[src/rtl/core/sha256_pkg.sv]
package sha256_pkg;

    typedef struct packed {
        logic [31:0] message_word;
        logic        final_block;
    } in_item_t;

    typedef struct packed {
        logic [31:0] digest_word;
        logic        digest_last;
    } out_item_t;

    // One complete block handed from the front to the core.
    typedef struct packed {
        logic [15:0][31:0] words;
        logic              final_block;
    } block_t;

    localparam logic [7:0][31:0] INIT_HASH = {
        32'h5be0cd19, 32'h1f83d9ab, 32'h9b05688c, 32'h510e527f,
        32'ha54ff53a, 32'h3c6ef372, 32'hbb67ae85, 32'h6a09e667
    };

    localparam logic [63:0][31:0] ROUND_K = {
        32'hc67178f2, 32'hbef9a3f7, 32'ha4506ceb, 32'h90befffa,
        32'h8cc70208, 32'h84c87814, 32'h78a5636f, 32'h748f82ee,
        32'h682e6ff3, 32'h5b9cca4f, 32'h4ed8aa4a, 32'h391c0cb3,
        32'h34b0bcb5, 32'h2748774c, 32'h1e376c08, 32'h19a4c116,
        32'h106aa070, 32'hf40e3585, 32'hd6990624, 32'hd192e819,
        32'hc76c51a3, 32'hc24b8b70, 32'ha81a664b, 32'ha2bfe8a1,
        32'h92722c85, 32'h81c2c92e, 32'h766a0abb, 32'h650a7354,
        32'h53380d13, 32'h4d2c6dfc, 32'h2e1b2138, 32'h27b70a85,
        32'h14292967, 32'h06ca6351, 32'hd5a79147, 32'hc6e00bf3,
        32'hbf597fc7, 32'hb00327c8, 32'ha831c66d, 32'h983e5152,
        32'h76f988da, 32'h5cb0a9dc, 32'h4a7484aa, 32'h2de92c6f,
        32'h240ca1cc, 32'h0fc19dc6, 32'hefbe4786, 32'he49b69c1,
        32'hc19bf174, 32'h9bdc06a7, 32'h80deb1fe, 32'h72be5d74,
        32'h550c7dc3, 32'h243185be, 32'h12835b01, 32'hd807aa98,
        32'hab1c5ed5, 32'h923f82a4, 32'h59f111f1, 32'h3956c25b,
        32'he9b5dba5, 32'hb5c0fbcf, 32'h71374491, 32'h428a2f98
    };

    function automatic logic [31:0] ror(input logic [31:0] x, input int n);
        ror = (x >> n) | (x << (32 - n));
    endfunction

endpackage

[src/rtl/core/sha256_front.sv]
module sha256_front
    import sha256_pkg::*;
(
    input  logic     clk,
    input  logic     rst_n,
    input  logic     valid,
    output logic     stall,
    input  in_item_t data,
    output logic     blk_valid,
    input  logic     blk_stall,
    output block_t   blk
);

    logic [3:0]        word_position_reg;
    logic [3:0]        word_position_next;
    logic [14:0][31:0] collect_reg;
    logic              full_reg;
    logic              full_next;
    block_t            blk_reg;
    logic              take;

    // One block buffer: the next block collects while the core works.
    assign stall     = full_reg && (word_position_reg == 4'd15);
    assign take      = valid && !stall;
    assign blk_valid = full_reg;
    assign blk       = blk_reg;

    always_comb
    begin
        word_position_next = word_position_reg;
        full_next          = full_reg;
        if (full_reg && !blk_stall)
        begin
            full_next = 1'b0;
        end
        if (take)
        begin
            word_position_next = word_position_reg + 4'd1;
            if (word_position_reg == 4'd15)
            begin
                full_next = 1'b1;
            end
        end
    end

    always_ff @(posedge clk or negedge rst_n)
    begin
        if (!rst_n)
        begin
            word_position_reg <= '0;
            full_reg          <= 1'b0;
        end
        else
        begin
            word_position_reg <= word_position_next;
            full_reg          <= full_next;
        end
    end

    always_ff @(posedge clk)
    begin
        if (take)
        begin
            if (word_position_reg == 4'd15)
            begin
                blk_reg.words       <= {data.message_word, collect_reg};
                blk_reg.final_block <= data.final_block;
            end
            else
            begin
                collect_reg[word_position_reg] <= data.message_word;
            end
        end
    end

`ifndef SYNTHESIS
    a_no_overwrite: assert property (@(posedge clk) disable iff (!rst_n)
        full_reg && blk_stall |=> full_reg)
        else $error("block buffer dropped");
    a_stall_full: assert property (@(posedge clk) disable iff (!rst_n)
        stall |-> full_reg)
        else $error("stall without full buffer");
    a_wrap: assert property (@(posedge clk) disable iff (!rst_n)
        take && word_position_reg == 4'd15 |=> full_reg && word_position_reg == 4'd0)
        else $error("block completion lost");
`endif

endmodule

[src/rtl/core/sha256_core.sv]
module sha256_core
    import sha256_pkg::*;
(
    input  logic      clk,
    input  logic      rst_n,
    input  logic      blk_valid,
    output logic      blk_stall,
    input  block_t    blk,
    output logic      valid,
    input  logic      stall,
    output out_item_t data
);

    typedef enum logic [3:0] {
        ST_IDLE  = 4'b0001,
        ST_ROUND = 4'b0010,
        ST_ADD   = 4'b0100,
        ST_EMIT  = 4'b1000
    } state_t;

    state_t            state_reg;
    state_t            state_next;
    logic [5:0]        round_index_reg;
    logic [2:0]        emit_idx_reg;
    logic [7:0][31:0]  chain_value_reg;
    logic [7:0][31:0]  working_vars_reg;
    logic [15:0][31:0] schedule_window_reg;
    logic              final_reg;
    logic              out_valid_reg;
    out_item_t         out_reg;

    logic [31:0] wt, s0, s1, x15, x2, e_s1, ch, t1, a_s0, maj, t2;
    logic        out_free;

    assign out_free  = !out_valid_reg || !stall;
    assign blk_stall = (state_reg != ST_IDLE);
    assign valid     = out_valid_reg;
    assign data      = out_reg;

    always_comb
    begin
        x15 = schedule_window_reg[1];
        x2  = schedule_window_reg[14];
        s0  = ror(x15, 7) ^ ror(x15, 18) ^ (x15 >> 3);
        s1  = ror(x2, 17) ^ ror(x2, 19) ^ (x2 >> 10);
        if (round_index_reg < 6'd16)
        begin
            wt = schedule_window_reg[0];
        end
        else
        begin
            wt = schedule_window_reg[0] + s0 + schedule_window_reg[9] + s1;
        end
        e_s1 = ror(working_vars_reg[4], 6) ^ ror(working_vars_reg[4], 11)
             ^ ror(working_vars_reg[4], 25);
        ch   = (working_vars_reg[4] & working_vars_reg[5])
             ^ (~working_vars_reg[4] & working_vars_reg[6]);
        t1   = working_vars_reg[7] + e_s1 + ch + ROUND_K[round_index_reg] + wt;
        a_s0 = ror(working_vars_reg[0], 2) ^ ror(working_vars_reg[0], 13)
             ^ ror(working_vars_reg[0], 22);
        maj  = (working_vars_reg[0] & working_vars_reg[1])
             ^ (working_vars_reg[0] & working_vars_reg[2])
             ^ (working_vars_reg[1] & working_vars_reg[2]);
        t2   = a_s0 + maj;
    end

    always_comb
    begin
        state_next = state_reg;
        unique case (state_reg)
            ST_IDLE:
            begin
                if (blk_valid)
                begin
                    state_next = ST_ROUND;
                end
            end
            ST_ROUND:
            begin
                if (round_index_reg == 6'd63)
                begin
                    state_next = ST_ADD;
                end
            end
            ST_ADD:
            begin
                state_next = final_reg ? ST_EMIT : ST_IDLE;
            end
            ST_EMIT:
            begin
                if (out_free && emit_idx_reg == 3'd7)
                begin
                    state_next = ST_IDLE;
                end
            end
            default:
            begin
                state_next = ST_IDLE;
            end
        endcase
    end

    always_ff @(posedge clk or negedge rst_n)
    begin
        if (!rst_n)
        begin
            state_reg       <= ST_IDLE;
            round_index_reg <= '0;
            emit_idx_reg    <= '0;
            chain_value_reg <= INIT_HASH;
            out_valid_reg   <= 1'b0;
        end
        else
        begin
            state_reg <= state_next;
            if (out_valid_reg && !stall)
            begin
                out_valid_reg <= 1'b0;
            end
            unique case (state_reg)
                ST_IDLE:
                begin
                    round_index_reg <= '0;
                    emit_idx_reg    <= '0;
                end
                ST_ROUND:
                begin
                    round_index_reg <= round_index_reg + 6'd1;
                end
                ST_ADD:
                begin
                    for (int i = 0; i < 8; i++)
                    begin
                        chain_value_reg[i] <= chain_value_reg[i] + working_vars_reg[i];
                    end
                end
                ST_EMIT:
                begin
                    if (out_free)
                    begin
                        out_valid_reg <= 1'b1;
                        emit_idx_reg  <= emit_idx_reg + 3'd1;
                        if (emit_idx_reg == 3'd7)
                        begin
                            chain_value_reg <= INIT_HASH;
                        end
                    end
                end
                default:
                begin
                end
            endcase
        end
    end

    always_ff @(posedge clk)
    begin
        if (state_reg == ST_IDLE && blk_valid)
        begin
            schedule_window_reg <= blk.words;
            final_reg           <= blk.final_block;
            working_vars_reg    <= chain_value_reg;
        end
        else if (state_reg == ST_ROUND)
        begin
            schedule_window_reg <= {wt, schedule_window_reg[15:1]};
            working_vars_reg    <= {working_vars_reg[6:4], working_vars_reg[3] + t1,
                                    working_vars_reg[2:0], t1 + t2};
        end
        if (state_reg == ST_EMIT && out_free)
        begin
            out_reg.digest_word <= chain_value_reg[emit_idx_reg];
            out_reg.digest_last <= (emit_idx_reg == 3'd7);
        end
    end

`ifndef SYNTHESIS
    a_round_wrap: assert property (@(posedge clk) disable iff (!rst_n)
        state_reg == ST_ROUND && round_index_reg == 6'd63 |=> state_reg == ST_ADD)
        else $error("round count broken");
    a_onehot: assert property (@(posedge clk) disable iff (!rst_n)
        $onehot(state_reg))
        else $error("state not one-hot");
    a_last_end: assert property (@(posedge clk) disable iff (!rst_n)
        state_reg == ST_EMIT && out_free && emit_idx_reg == 3'd7 |=> state_reg == ST_IDLE)
        else $error("emit did not finish");
`endif

endmodule

[src/rtl/core/sha256_block_hash.sv]
// SHA-256 over a pre-padded message streamed as 32-bit big-endian words.
// Input channel: in_valid / in_stall / in_data (message_word, final_block).
// Every sixteenth word closes a 512-bit block. final_block on that word
// makes the block emit the digest; elsewhere it is ignored.
// Output channel: out_valid / out_stall / out_data (digest_word, digest_last),
// eight transactions, H0 first, digest_last on the eighth.
// Each block passes through the compression core as load, 64 rounds at one
// per cycle and chain add. A one-block buffer in front lets the next block's
// 16 words load while the core runs; the input stalls only when that buffer
// holds a block and its 16th word arrives. Digest words leave one per cycle
// from an output register; a stalled receiver holds the core in its emit
// phase and, through the buffer, the input. Reset clears all control state
// and loads the initial hash values; a partly loaded block is discarded.
module sha256_block_hash
    import sha256_pkg::*;
(
    input  logic      clk,
    input  logic      rst_n,
    input  logic      in_valid,
    output logic      in_stall,
    input  in_item_t  in_data,
    output logic      out_valid,
    input  logic      out_stall,
    output out_item_t out_data
);

    logic   blk_valid;
    logic   blk_stall;
    block_t blk;

    sha256_front u_front (
        .clk       (clk),
        .rst_n     (rst_n),
        .valid     (in_valid),
        .stall     (in_stall),
        .data      (in_data),
        .blk_valid (blk_valid),
        .blk_stall (blk_stall),
        .blk       (blk)
    );

    sha256_core u_core (
        .clk       (clk),
        .rst_n     (rst_n),
        .blk_valid (blk_valid),
        .blk_stall (blk_stall),
        .blk       (blk),
        .valid     (out_valid),
        .stall     (out_stall),
        .data      (out_data)
    );

endmodule

[config.mk]
export PLATFORM = sky130hd
export DESIGN_NAME = sha256_block_hash
export DESIGN_NICKNAME = d
export VERILOG_FILES = /design/src/rtl/core/sha256_pkg.sv /design/src/rtl/core/sha256_front.sv /design/src/rtl/core/sha256_core.sv /design/src/rtl/core/sha256_block_hash.sv
export SDC_FILE = /design/constraint.sdc
export NUM_CORES = 2
export LEC_CHECK = 0
export BUFFER_PORTS_ARGS = -buffer_cell sky130_fd_sc_hd__buf_2
export CORE_MARGIN = 4
export CORE_UTILIZATION = 30
export CTS_BUF_LIST = sky130_fd_sc_hd__clkbuf_2
export CTS_CLUSTER_SIZE = 12
export DETAILED_ROUTE_END_ITERATION = 10
export HOLD_SLACK_MARGIN = 0.06
export SKIP_LAST_GASP = 1
export SYNTH_ARGS = -nofsm -noshare
export SYNTH_HDL_FRONTEND = slang
export SYNTH_SLANG_ARGS = --single-unit
[constraint.sdc]
create_clock -name clk -period 32.7 [get_ports clk]
set_input_delay 6.54 -clock clk [delete_from_list [all_inputs] [get_ports clk]]
set_output_delay 6.54 -clock clk [all_outputs]
set_load 0.05 [all_outputs]
==> impl_metrics.csv <==
group,metric,value,unit
pwr,peakVddDrop,0.00003791,V
synth,yosys_register_bits,2070,
route,vias_per_cell,4.969,
synth,synth_edf_count,1795,
clock_network,numClockSinks,2070,
setup_path,crit_type,"reg2reg",
synth,synth-compound-area-share,9.861,%
route,vias,70670,
setup_path,path_common_cell,"fa_1",
setup_path,cp-start-kind,"register",
clock_network,clk_pin_slew,0.09,ns
synth,synthFlopType,"edfxtp_1",
sta,finClkSkew,0.2835,ns
layout,largest_reg_flops,513,
floorplan,dieWidth,595.7,um
floorplan,io_pins,72,
synth,netlist_instances,8979,
route,antenna_left,0,
synth,ys_seq_area_share,58.82,%
floorplan,dieArea,354900,um2
setup_path,critPathRequiredTime,34.01,ns
floorplan,die_h,595.7,um
route,first_iter_violations,6208,
clock_network,clockRootBuffer,"clkbuf_2",
layout,final_cell_mix,"nand2_1, edfxtp_1, clkbuf_2",
synth,ys_top_cells_by_area,"edfxtp_1, nand2_1, ha_1",
synth,synth_nets,9608,
clock_network,post_cts_buffers,0,
global_routing,antenna_found_initial,22,
synth,syn_avg_cell_area,11.54,um2
sta,hold_viol,0,
layout,final_common_cell,"nand2_1",
global_routing,grt_use_total,16.70,%
sta,slew_violations,0,
sta,setup_viol,0,
job,drv_cap,0,
layout,fillers,34530,
global_routing,met2_usage,25.86,%
clock_network,clkLatencyLatePin,1.84,ns
setup_path,slowest_delay,0.67,ns
pwr,p_leak,45.52,nW
sta,slew_headroom,11.15,%
synth,synthAdderAreaFrac,8.734,%
setup_path,cp_slowest_cell,"mux2i_1",
pwr,p_per_area,43.41,nW/um2
synth,synth_top_family_by_area,"simple AND/OR/NAND/NOR gates",
setup_path,cp_max_fo,5,
placed_design,portBuffers,71,
global_routing,busiest_layer,"met2",
sta,grt_setup_unrepaired,"no",
clock_network,cts_made_buffers,524,
synth,yosys.area_share.simple,12.71,%
synth,synth_xor_area_share,4.696,%
route,drcViolationCount,0,
placed_design,place_ws,22.24,ns
global_routing,use_met1,23.58,%
sta,fmax,0.09204,GHz
floorplan,rows,215,
hold_path,min_path_type,"reg2reg",
route,wl,306800,um
route,wl_per_cell,21.58,um
global_routing,grt_pass1_vias,68730,
sta,finalCritPeriodShare,33.23,%
synth,synthMuxAreaShare,2.462,%
sta,tightest_slew,1.319,ns
sta,setup_ws,21.84,ns
synth,synth.largest_area_cell,"edfxtp_1",
global_routing,met3_usage,3.138,%
clock_network,cts.path.max_buffers,4,
synth,syn_area,103600,um2
synth,synth_top_cell_area_share,52.02,%
clock_network,cts_hold_buffers,0,
layout,drive_above_1_share,13.87,%
placed_design,gp_congestion,0.9596,
clock_network,h-tree-depth,6,
clock_network,cts_resized,0,
floorplan,core_area,343500,um2
synth,synth.distinct_cells,95,
floorplan,initial_core_util,30.17,%
layout,area_delta_synth_final,9.935,%
setup_path,arrival,12.17,ns
global_routing,grt_max_degree,169,
clock_network,cts_tree,"yes",
synth,ys_warn_count,0,
synth,async_flop_share,13.29,%
placed_design,hpwl,206600,um
global_routing,overflow,0,
route,first_pass_iters,6,
global_routing,grt_pass1_wl,451400,um
setup_path,end_kind,"register",
layout,final_net_count,9912,
sta,finalSetupTns,0,ns
outcome,status,"complete, no violations",
sta,min_period,10.86,ns
==> cells in the mapped netlist, drive strengths merged, types with 19 or more instances <==
| library cell | number |
|---|---|
| nand2 | 2354 |
| edfxtp | 1795 |
| a21oi | 478 |
| o21ai | 421 |
| nor2 | 402 |
| ha | 397 |
| clkbuf | 368 |
| inv | 343 |
| xnor2 | 343 |
| xor2 | 210 |
| fa | 195 |
| a21o | 177 |
| dfrtp | 138 |
| dfstp | 137 |
| nand3 | 84 |
| nor3 | 76 |
| mux4 | 68 |
| nand2b | 63 |
| mux2i | 58 |
| a211oi | 56 |
| o21bai | 55 |
| o21a | 53 |
| a31oi | 48 |
| mux2 | 39 |
| and3 | 38 |
| o211ai | 37 |
| buf | 36 |
| nor2b | 32 |
| or3 | 32 |
| nand4 | 31 |
| o31ai | 27 |
| a2111oi | 20 |
| a311oi | 20 |
| and2 | 20 |
| o22ai | 19 |
==> per-layer routing <==
| layer | share of wire (%) | up-vias |
|---|---|---|
| met4 | 3.1 | 8 |
| met2 | 45 | 2601 |
| met1 | 45 | 34900 |
| met5 | 0.018 | - |
| li1 | - | 32630 |
| met3 | 7.2 | 527 |
==> worst max-delay path: cells and delay by family (launching register included) <==
kind | cells | cell delay (ns)
fa+ha+maj | 9 | 3.77
compound gates | 15 | 3.66
xor+xnor | 5 | 0.91
simple gates | 7 | 0.85
mux | 1 | 0.67
flops | 1 | 0.49
buf+inv | 3 | 0.16
==> where the power goes <==
part | switching [W] | internal (W) | total (W)
sequential | 0.0000262 | 0.00298 | 0.00300
combinational | 0.000117 | 0.0000163 | 0.000134
clock | 0.00110 | 0.000708 | 0.00181
total | 0.00124 | 0.00370 | 0.00495
==> worst paths after layout <==
kind / startpoint / to / slack (ns) / cells past startpoint
hold reg to reg: u_front.collect_reg[21]$_DFFE_PP_ / u_front.blk[22]$_DFFE_PP_ / 0.24 / 0
setup / recovery: u_core.x15[8]$_DFFE_PP_ / u_core.working_vars_reg[30]$_DFFE_PP_ / 21.84 / 40
max in group asynchronous: rst_n / u_core.emit_idx_reg[0]$_DFFE_PN0P_ / 25.63 / 3
setup reg to reg: u_core.x15[8]$_DFFE_PP_ / u_core.working_vars_reg[30]$_DFFE_PP_ / 21.84 / 40
hold / removal: u_front.collect_reg[21]$_DFFE_PP_ / u_front.blk[22]$_DFFE_PP_ / 0.24 / 0
min in group asynchronous: rst_n / u_core.chain_value_reg[58]$_DFFE_PN0P_ / 4.89 / 1
==> through the flow <==
stage,instances,power (W),instance area [um2],util [%],hold slack [ns]
finish,14220,0.004945,113900,33.16,0.2402
global route,14210,0.005172,113900,33.16,0.2345
CTS,14210,0.005016,113900,33.15,0.2503
detailed placement,13310,0.003201,109200,31.79,0.4045
global placement,13310,0.003195,109200,31.79,0.4001
floorplan,8979,0.003164,103600,-,0.4003
==> cell type report <==
class                      count  area (um2)  area share, %
sequential                  2070       60970          53.52
clock inverter               114       772.0         0.6777
inverter                     343        1295          1.137
multi-input combinational   6162       40020          35.13
clock buffer                 777        3889          3.414
tap                         4557        5702          5.005
timing repair buffer         182        1236          1.085
antenna                       15       37.54        0.03295
==> cell families (layout without fill, tap and decap cells) <==
logic type               after synthesis  count (layout)
buffers and inverters                747            1416
XOR/XNOR                             554             554
AND/OR/NAND/NOR                     3220            3220
AO/OA/AOI/OAI                       1613            1613
flip-flops                          2070            2070
multiplexers                         165             165
adder cells (fa/ha/maj)              610             610
other                                  0              15
Note: power is estimated with default switching activity, not from simulation.
